==> src/rtl/rfe_pkg.sv <==
// Shared types, constants and the CRC-8 byte update for the request frame encoder.
// Used by rfe_front, rfe_fifo, rfe_back and request_frame_encoder.
package rfe_pkg;

	localparam int FifoDepth = 4;
	localparam int FifoAw    = $clog2(FifoDepth);

	localparam logic CmdStart = 1'b0;
	localparam logic CmdData  = 1'b1;

	localparam logic [7:0] ByteStart  = 8'h02;
	localparam logic [7:0] ByteSync   = 8'hFD;
	localparam logic [7:0] ByteLinked = 8'h01;
	localparam logic [7:0] ByteZero   = 8'h00;
	localparam logic [7:0] ByteReq    = 8'hAF;
	localparam logic [7:0] ByteEnd    = 8'h03;
	localparam logic [7:0] CrcPoly    = 8'h8C;

	localparam logic [16:0] FrameOverhead = 17'd20;
	localparam logic [15:0] LenBias       = 16'd16;

	localparam logic [4:0] StepSof     = 5'd0;
	localparam logic [4:0] StepSync    = 5'd1;
	localparam logic [4:0] StepLenLo   = 5'd2;
	localparam logic [4:0] StepLenHi   = 5'd3;
	localparam logic [4:0] StepCh0     = 5'd4;
	localparam logic [4:0] StepCh1     = 5'd5;
	localparam logic [4:0] StepCh2     = 5'd6;
	localparam logic [4:0] StepCh3     = 5'd7;
	localparam logic [4:0] StepLinked  = 5'd8;
	localparam logic [4:0] StepHdrCrc  = 5'd9;
	localparam logic [4:0] StepZero    = 5'd10;
	localparam logic [4:0] StepReq     = 5'd11;
	localparam logic [4:0] StepMajLo   = 5'd12;
	localparam logic [4:0] StepMajHi   = 5'd13;
	localparam logic [4:0] StepMinLo   = 5'd14;
	localparam logic [4:0] StepMinHi   = 5'd15;
	localparam logic [4:0] StepPlenLo  = 5'd16;
	localparam logic [4:0] StepPlenHi  = 5'd17;
	localparam logic [4:0] StepTrlCrc  = 5'd18;
	localparam logic [4:0] StepTrlEnd  = 5'd19;

	localparam logic RegChannel = 1'b0;
	localparam logic RegMaxLen  = 1'b1;

	typedef enum logic [1:0] {
		KIND_ERR,
		KIND_START,
		KIND_DATA
	} rfe_kind_t;

	typedef struct packed {
		rfe_kind_t   kind;
		logic [15:0] req_major;
		logic [15:0] req_minor;
		logic [15:0] body_len;
		logic [7:0]  data_byte;
		logic        tail;
	} rfe_cmd_t;

	function automatic logic [7:0] crc_update(input logic [7:0] crc, input logic [7:0] b);
		logic [7:0] c;
		c = crc ^ b;
		for (int i = 0; i < 8; i++) begin
			c = c[0] ? ((c >> 1) ^ CrcPoly) : (c >> 1);
		end
		return c;
	endfunction

endpackage

==> src/rtl/rfe_front.sv <==
// Front end: takes input items, checks length and framing, and queues one command each.
// Depends on rfe_pkg.
module rfe_front import rfe_pkg::*; (
	input  logic        clk,
	input  logic        arst_n,
	input  logic        accept,
	input  logic        cmd,
	input  logic [15:0] req_major,
	input  logic [15:0] req_minor,
	input  logic [15:0] body_len,
	input  logic [7:0]  data_byte,
	input  logic [15:0] max_frame_len,
	output logic        wr_en,
	output rfe_cmd_t    wr_data
);

	logic        in_frame_q;
	logic [15:0] bytes_left_q;
	logic        in_frame_d;
	logic [15:0] bytes_left_d;
	logic [16:0] total;

	assign total = {1'b0, body_len} + FrameOverhead;
	assign wr_en = accept;

	always_comb begin
		wr_data.req_major = req_major;
		wr_data.req_minor = req_minor;
		wr_data.body_len  = body_len;
		wr_data.data_byte = data_byte;
		wr_data.kind      = KIND_ERR;
		wr_data.tail      = 1'b0;
		in_frame_d        = in_frame_q;
		bytes_left_d      = bytes_left_q;
		if (cmd == CmdStart) begin
			in_frame_d   = 1'b0;
			bytes_left_d = '0;
			if (total <= {1'b0, max_frame_len}) begin
				wr_data.kind = KIND_START;
				wr_data.tail = (body_len == '0);
				in_frame_d   = (body_len != '0);
				bytes_left_d = body_len;
			end
		end else if (!in_frame_q || bytes_left_q == '0) begin
			in_frame_d   = 1'b0;
			bytes_left_d = '0;
		end else begin
			wr_data.kind = KIND_DATA;
			wr_data.tail = (bytes_left_q == 16'd1);
			bytes_left_d = bytes_left_q - 16'd1;
			in_frame_d   = (bytes_left_q != 16'd1);
		end
	end

	always_ff @(posedge clk or negedge arst_n) begin
		if (!arst_n) begin
			in_frame_q   <= 1'b0;
			bytes_left_q <= '0;
		end else if (accept) begin
			in_frame_q   <= in_frame_d;
			bytes_left_q <= bytes_left_d;
		end
	end

endmodule

==> src/rtl/rfe_fifo.sv <==
// Short command queue between the front end and the byte sequencer.
// Depends on rfe_pkg.
module rfe_fifo import rfe_pkg::*; (
	input  logic     clk,
	input  logic     arst_n,
	input  logic     wr_en,
	input  rfe_cmd_t wr_data,
	input  logic     rd_en,
	output logic     full,
	output logic     valid,
	output rfe_cmd_t rd_data
);

	rfe_cmd_t          mem_q [FifoDepth];
	logic [FifoAw-1:0] wr_ptr_q;
	logic [FifoAw-1:0] rd_ptr_q;
	logic [FifoAw:0]   count_q;

	assign full    = (count_q == (FifoAw+1)'(FifoDepth));
	assign valid   = (count_q != '0);
	assign rd_data = mem_q[rd_ptr_q];

	always_ff @(posedge clk) begin
		if (wr_en) begin
			mem_q[wr_ptr_q] <= wr_data;
		end
	end

	always_ff @(posedge clk or negedge arst_n) begin
		if (!arst_n) begin
			wr_ptr_q <= '0;
			rd_ptr_q <= '0;
			count_q  <= '0;
		end else begin
			if (wr_en) begin
				wr_ptr_q <= wr_ptr_q + FifoAw'(1);
			end
			if (rd_en) begin
				rd_ptr_q <= rd_ptr_q + FifoAw'(1);
			end
			if (wr_en && !rd_en) begin
				count_q <= count_q + (FifoAw+1)'(1);
			end else if (rd_en && !wr_en) begin
				count_q <= count_q - (FifoAw+1)'(1);
			end
		end
	end

`ifndef SYNTHESIS
	a_no_overflow: assert property (@(posedge clk) disable iff (!arst_n)
		full |-> !wr_en) else $error("write into full command queue");
	a_no_underflow: assert property (@(posedge clk) disable iff (!arst_n)
		!valid |-> !rd_en) else $error("read from empty command queue");
	a_count_range: assert property (@(posedge clk) disable iff (!arst_n)
		count_q <= (FifoAw+1)'(FifoDepth)) else $error("queue count out of range");
`endif

endmodule

==> src/rtl/rfe_back.sv <==
// Back end: steps through each queued command, emits frame bytes and keeps the CRC.
// Depends on rfe_pkg; fed by rfe_fifo.
module rfe_back import rfe_pkg::*; (
	input  logic        clk,
	input  logic        arst_n,
	input  logic        cmd_valid,
	input  rfe_cmd_t    cmd_data,
	input  logic [31:0] channel_id,
	output logic        rd_en,
	input  logic        pop,
	output logic        empty,
	output logic [7:0]  out_byte,
	output logic        last,
	output logic        error
);

	logic [4:0]  step_q;
	logic [7:0]  crc_q;
	logic        out_valid_q;
	logic [7:0]  out_byte_q;
	logic        last_q;
	logic        error_q;

	logic        advance;
	logic [7:0]  byte_d;
	logic        last_d;
	logic        error_d;
	logic        fold;
	logic        jump_trl;
	logic [15:0] lenf;

	assign lenf    = cmd_data.body_len + LenBias;
	assign advance = cmd_valid && (!out_valid_q || pop);
	assign rd_en   = advance && last_d;

	always_comb begin
		byte_d   = ByteZero;
		error_d  = 1'b0;
		fold     = 1'b0;
		last_d   = 1'b0;
		jump_trl = 1'b0;
		if (cmd_data.kind == KIND_ERR) begin
			error_d = 1'b1;
			last_d  = 1'b1;
		end else if (cmd_data.kind == KIND_DATA && step_q == StepSof) begin
			byte_d   = cmd_data.data_byte;
			fold     = 1'b1;
			last_d   = !cmd_data.tail;
			jump_trl = cmd_data.tail;
		end else begin
			fold = (step_q >= StepSync) && (step_q <= StepPlenHi);
			case (step_q)
				StepSof:    byte_d = ByteStart;
				StepSync:   byte_d = ByteSync;
				StepLenLo:  byte_d = lenf[7:0];
				StepLenHi:  byte_d = lenf[15:8];
				StepCh0:    byte_d = channel_id[7:0];
				StepCh1:    byte_d = channel_id[15:8];
				StepCh2:    byte_d = channel_id[23:16];
				StepCh3:    byte_d = channel_id[31:24];
				StepLinked: byte_d = ByteLinked;
				StepHdrCrc: byte_d = crc_q;
				StepZero:   byte_d = ByteZero;
				StepReq:    byte_d = ByteReq;
				StepMajLo:  byte_d = cmd_data.req_major[7:0];
				StepMajHi:  byte_d = cmd_data.req_major[15:8];
				StepMinLo:  byte_d = cmd_data.req_minor[7:0];
				StepMinHi:  byte_d = cmd_data.req_minor[15:8];
				StepPlenLo: byte_d = cmd_data.body_len[7:0];
				StepPlenHi: begin
					byte_d   = cmd_data.body_len[15:8];
					last_d   = !cmd_data.tail;
					jump_trl = cmd_data.tail;
				end
				StepTrlCrc: byte_d = crc_q;
				StepTrlEnd: begin
					byte_d = ByteEnd;
					last_d = 1'b1;
				end
				default:    last_d = 1'b1;
			endcase
		end
	end

	always_ff @(posedge clk or negedge arst_n) begin
		if (!arst_n) begin
			step_q <= StepSof;
			crc_q  <= '0;
		end else if (advance) begin
			if (last_d) begin
				step_q <= StepSof;
			end else if (jump_trl) begin
				step_q <= StepTrlCrc;
			end else begin
				step_q <= step_q + 5'd1;
			end
			if (cmd_data.kind == KIND_START && step_q == StepSof) begin
				crc_q <= '0;
			end else if (fold) begin
				crc_q <= crc_update(crc_q, byte_d);
			end
		end
	end

	always_ff @(posedge clk or negedge arst_n) begin
		if (!arst_n) begin
			out_valid_q <= 1'b0;
		end else if (advance) begin
			out_valid_q <= 1'b1;
		end else if (pop) begin
			out_valid_q <= 1'b0;
		end
	end

	always_ff @(posedge clk) begin
		if (advance) begin
			out_byte_q <= byte_d;
			last_q     <= last_d;
			error_q    <= error_d;
		end
	end

	assign empty    = !out_valid_q;
	assign out_byte = out_byte_q;
	assign last     = last_q;
	assign error    = error_q;

`ifndef SYNTHESIS
	a_step_range: assert property (@(posedge clk) disable iff (!arst_n)
		step_q <= StepTrlEnd) else $error("sequencer step out of range");
	a_err_single: assert property (@(posedge clk) disable iff (!arst_n)
		(cmd_valid && cmd_data.kind == KIND_ERR) |-> step_q == StepSof)
		else $error("error command entered mid-sequence");
	a_trl_follows: assert property (@(posedge clk) disable iff (!arst_n)
		(advance && step_q == StepTrlCrc) |=> step_q == StepTrlEnd)
		else $error("trailer CRC not followed by end marker");
`endif

endmodule

==> src/rtl/request_frame_encoder.sv <==
// Request frame encoder, top level: configuration registers, front end, queue, back end.
// Depends on rfe_pkg, rfe_front, rfe_fifo and rfe_back.
//
// Input channel: push/full. A start item (cmd 0) yields the 18 header bytes, plus the
// trailer CRC and end marker when body_len is 0; each data item (cmd 1) yields its
// payload byte, plus CRC and end marker after the last one. An oversize start or a
// stray data byte yields one result with error set and out_byte 0.
// Result channel: empty/pop; last marks the final result of each input item.
// The first byte of an item passes through the command queue and then the output register before it is visible.
// Throughput: one output byte per cycle from the back end sequencer while pop keeps up; data
// items pass at one per cycle, a start item holds the sequencer for all of its header bytes
// (and its trailer) while the four-entry command queue keeps taking items.
// When pop stays low the output register holds, the sequencer stalls, the queue
// fills and full rises; nothing is dropped.
// Reset clears the queue, the frame state and the output valid flag; channel_id resets
// to 0 and max_frame_len to 65535. Registers sit at byte addresses 0 and 4 of the
// APB port and should be written only while the block is idle.
module request_frame_encoder import rfe_pkg::*; (
	input  logic        clk,
	input  logic        arst_n,
	input  logic        push,
	output logic        full,
	input  logic        cmd,
	input  logic [15:0] req_major,
	input  logic [15:0] req_minor,
	input  logic [15:0] body_len,
	input  logic [7:0]  data_byte,
	output logic        empty,
	input  logic        pop,
	output logic [7:0]  out_byte,
	output logic        last,
	output logic        error,
	input  logic        psel,
	input  logic        penable,
	input  logic        pwrite,
	input  logic [2:0]  paddr,
	input  logic [31:0] pwdata,
	output logic [31:0] prdata,
	output logic        pready
);

	logic [31:0] channel_id_q;
	logic [15:0] max_frame_len_q;
	logic        cfg_wr;
	logic        accept;
	logic        wr_en;
	logic        rd_en;
	logic        cmd_valid;
	rfe_cmd_t    wr_data;
	rfe_cmd_t    rd_data;

	assign pready = 1'b1;
	assign cfg_wr = psel && penable && pwrite && pready;
	assign prdata = (paddr[2] == RegMaxLen) ? {16'd0, max_frame_len_q} : channel_id_q;

	always_ff @(posedge clk or negedge arst_n) begin
		if (!arst_n) begin
			channel_id_q    <= '0;
			max_frame_len_q <= 16'hFFFF;
		end else if (cfg_wr) begin
			if (paddr[2] == RegChannel) begin
				channel_id_q <= pwdata;
			end else begin
				max_frame_len_q <= pwdata[15:0];
			end
		end
	end

	assign accept = push && !full;

	rfe_front u_front (
		.clk           (clk),
		.arst_n        (arst_n),
		.accept        (accept),
		.cmd           (cmd),
		.req_major     (req_major),
		.req_minor     (req_minor),
		.body_len      (body_len),
		.data_byte     (data_byte),
		.max_frame_len (max_frame_len_q),
		.wr_en         (wr_en),
		.wr_data       (wr_data)
	);

	rfe_fifo u_fifo (
		.clk     (clk),
		.arst_n  (arst_n),
		.wr_en   (wr_en),
		.wr_data (wr_data),
		.rd_en   (rd_en),
		.full    (full),
		.valid   (cmd_valid),
		.rd_data (rd_data)
	);

	rfe_back u_back (
		.clk        (clk),
		.arst_n     (arst_n),
		.cmd_valid  (cmd_valid),
		.cmd_data   (rd_data),
		.channel_id (channel_id_q),
		.rd_en      (rd_en),
		.pop        (pop),
		.empty      (empty),
		.out_byte   (out_byte),
		.last       (last),
		.error      (error)
	);

endmodule

==> config.mk <==
export PLATFORM = sky130hd
export DESIGN_NAME = request_frame_encoder
export DESIGN_NICKNAME = d
export VERILOG_FILES = /design/src/rtl/rfe_pkg.sv /design/src/rtl/rfe_front.sv /design/src/rtl/rfe_fifo.sv /design/src/rtl/rfe_back.sv /design/src/rtl/request_frame_encoder.sv
export SDC_FILE = /design/constraint.sdc
export NUM_CORES = 1
export LEC_CHECK = 0
export BUFFER_PORTS_ARGS = -buffer_cell sky130_fd_sc_hd__buf_4
export CAP_MARGIN = 20
export CORE_MARGIN = 1
export CORE_UTILIZATION = 54
export DETAILED_ROUTE_END_ITERATION = 16
export PLACE_DENSITY = 0.84
export SLEW_MARGIN = 30
export SYNTH_ARGS = -nofsm -noshare
export SYNTH_HDL_FRONTEND = slang
export SYNTH_HIERARCHICAL = 1
export SYNTH_SLANG_ARGS = --single-unit
==> constraint.sdc <==
create_clock -name clk -period 3.5 [get_ports clk]
set_input_delay 0.35 -clock clk [delete_from_list [all_inputs] [get_ports clk]]
set_output_delay 0.35 -clock clk [all_outputs]
set_load 0.01 [all_outputs]
==> metrics.txt <==
status complete, but fails checks; failing checks negative setup slack; Max-cap violations 0; hold wc startpoint req_minor[12]; Port Buf Inserts 140; gr usage total 26.24%; Yosys warning count 6; Leak Pwr 7.308 nW; dominant synthesized flop cell edfxtp_1; period utilization 102.6%; PD cells 907.1 nW/µm²; via count 10090; reg2reg path depth 13; Yosys top cell area share 45.44%; DRC 0; Synth-to-Final Area Change 16.82%; Post-Route WL 39860 µm; launching point of the worst reg2reg path u_fifo/rd_ptr_q[0]; Max Slew Vio Count 0; Antenna Cells 0; CTS root buf clkbuf_16; Data required, critical path 3.94 ns; reg-to-reg critical path endpoint u_back/crc_q[5]; fmax 278.4 MHz; top post-synthesis cells by area edfxtp_1 (45%), dfrtp_1 (11%), mux4_2 (8.0%); global-route wire length before repair 60180 µm; Die Wd 175.5 µm; min-delay worst type in -> reg; CTS sink count 332; DRT Pass-1 Iters 5; DPL Wire Length 27950 µm; slew margin rel. 51.03%; sequential-to-total area share from yosys stat 58.80%; routed metal-1 wirelength 16050 µm; commonest non-fill, non-tap cell in the layout edfxtp_1; Gate Count Post-Synth 1088; Die ar. 30800 µm²; synthesized area per cell 14.94 µm²; grt total ovfl 0; Crit. End Element flop; worst setup margin -0.09237 ns; RSZ-0062 raised after global routing yes; sequential standard cell area 9565 µm²; largest net degree at the start of global routing 56; total CTS buffers 35; clk_skew 0.02311 ns; metal3 WL 2696 µm; Final TNS setup -0.1959 ns; Synth area leader edfxtp_1; 1st-iter DRT viols 984; reg-to-reg slack, setup -0.09 ns; critical setup path kind reg -> reg; initial antenna violation count 0; Syn Nets 1220; final hold violation count 0; number of flops mapped to enable cells by yosys 246; Initial Util 54.85%; worst-margin pin slew 0.7330 ns; vias per cell 6.041; clk buf depth 3; Core Region 29640 µm²; commonest non-fill, non-tap cells in the layout edfxtp_1 (246), buf_4 (230), dfrtp_1 (67); Antenna Nets Post-Route 0; final setup vio count 5; fin nets 1389; routability cong. 0.9573; Multi-input gate area 5773 µm²; layout cells sized above 1 37.89%; Setup crit start kind flop; top layer in use met4; Rows 63; H-tree depth 2; Met2 Routed Length 19830 µm; Die Y 175.5 µm; fillcell total 2117; Max FO, Critical Path 10; clock-pin slew on the worst setup and hold paths 0.06 ns; Ports 144; Max VDD drop 0.5140 mV; Seq cells post-synth 332; Tmin final 3.592 ns; vias in the first global route 10120; Mapped Area 16260 µm²; WHS Path Cells 1; Layout Utilization 64.07%; WL per Instance 23.87 µm; Synth cell types 97; Async S/R FF share, synth 25.90%; Worst Hold End u_fifo/mem_q[0][37]; crit path DAT 4.04 ns; TritonCTS clock tree yes; clock latency on the worst-skew pair 0.53 ns
metal layers:
metal	GRT usage, %	up-vias
met5	0	-
met4	8.986	0
met3	3.853	82
met2	43.87	447
met1	35.33	5095
li1	-	4465
sequential cells by signal, summed over array words and instances (netlist names), 2 cells and up:
register	count
u_back/step_q	5
channel_id_q	32
u_fifo/mem_q	236
u_front/bytes_left_q	16
u_fifo/rd_ptr_q	2
u_fifo/count_q	3
u_fifo/wr_ptr_q	2
u_back/crc_q	8
u_back/out_byte	8
max_frame_len_q	16
timing repair:
item                                    in CTS  in global routing
pin swaps                                    0                  4
setup buffers                                0                  8
hold buffers                                 1                  0
gates resized for setup                      4                 16
endpoints found under the setup margin       4                 10
hold endpoints to repair                    39                  0
power by group:
| part | total (mW) | internal (mW) | switching [mW] | leakage, nW |
|---|---|---|---|---|
| registers | 5.87 | 5.34 | 0.529 | 3.29 |
| logic | 7.89 | 3.89 | 4.00 | 3.51 |
| clock network | 3.47 | 1.99 | 1.49 | 0.512 |
| total | 17.2 | 11.2 | 6.01 | 7.31 |
cells in the mapped netlist, drive strengths merged (4+ instances only):
cell type	n
nand2	46
o211ai	4
xor2	18
a22o	8
clkbuf	15
or2	4
a22oi	10
edfxtp	246
and2	7
ha	32
dfstp	16
or3	5
nand3b	4
mux2i	8
o22ai	6
nor3b	8
nand2b	9
nand4	9
a221o	14
nand3	19
and3	5
dfrtp	70
o2111ai	5
mux4	59
mux2	70
a221oi	5
o31ai	4
nor2	35
nor4	10
and3b	4
xnor2	28
nor2b	23
inv	45
a32oi	5
buf	95
a21oi	28
nor3	20
o21ai	31
per-stage QoR:
step	total power, mW	cells	cell area [µm²]	worst slack, ns	hold WS [ns]
floorplan	10.89	1088	16300	-0.008658	0.05441
global placement	13.24	1601	17800	-0.2291	0.4347
detailed placement	13.47	1601	17800	-0.2241	0.4379
CTS	17.02	1662	18870	-0.005086	0.004179
global route	18.04	1670	18990	-0.1742	0.01521
finish	17.23	1670	18990	-0.09237	0.02481
critical path: stages, from the launching register on:
cell and delay [ns]:
dfrtp_4 0.55, buf_8 0.18, mux4_2 0.40, nand3_1 0.17
buf_4 0.18, nor3_1 0.32, xnor2_1 0.17, nor2_1 0.07
o31ai_2 0.30, buf_4 0.16, a21o_1 0.15, xnor3_1 0.43
or3b_1 0.35, o21ai_1 0.08
cells by family after synthesis:
kind of cell / after synthesis / share of synthesized area, %
xor gates and xnor gates: 48 / 2.955
and+or+nand+nor: 225 / 8.120
DFF: 332 / 58.80
adders and majority gates: 33 / 2.586
AOI/OAI and AO/OA: 156 / 7.035
buffers and inverters: 156 / 6.250
other: 1 / 0.02307
muxes: 137 / 14.23
area by class of cell:
class / count / area share (%)
timing repair buffer: 242 / 10.19
sequential: 332 / 50.37
multi-input combinational: 600 / 30.40
clock inverter: 13 / 0.5534
inverter: 46 / 0.9092
tap: 390 / 2.570
clock buffer: 47 / 5.014
how the worst max path moves through the flow:
stage                       to               start  cells past startpoint  slack, ns
2_1_floorplan  u_back/crc_q[1]  u_fifo/rd_ptr_q[0]                     14     -0.009
5_1_grt        u_back/crc_q[5]  u_fifo/rd_ptr_q[0]                     11      -0.17
4_1_cts        u_back/crc_q[1]  u_fifo/rd_ptr_q[0]                     12     -0.005
3_3_place_gp   u_back/crc_q[1]  u_fifo/rd_ptr_q[0]                     13      -0.23
6_report       u_back/crc_q[5]  u_fifo/rd_ptr_q[0]                     13      -0.09
3_5_place_dp   u_back/crc_q[1]  u_fifo/rd_ptr_q[0]                     15      -0.22
Note: power is estimated with default switching activity, not from simulation.
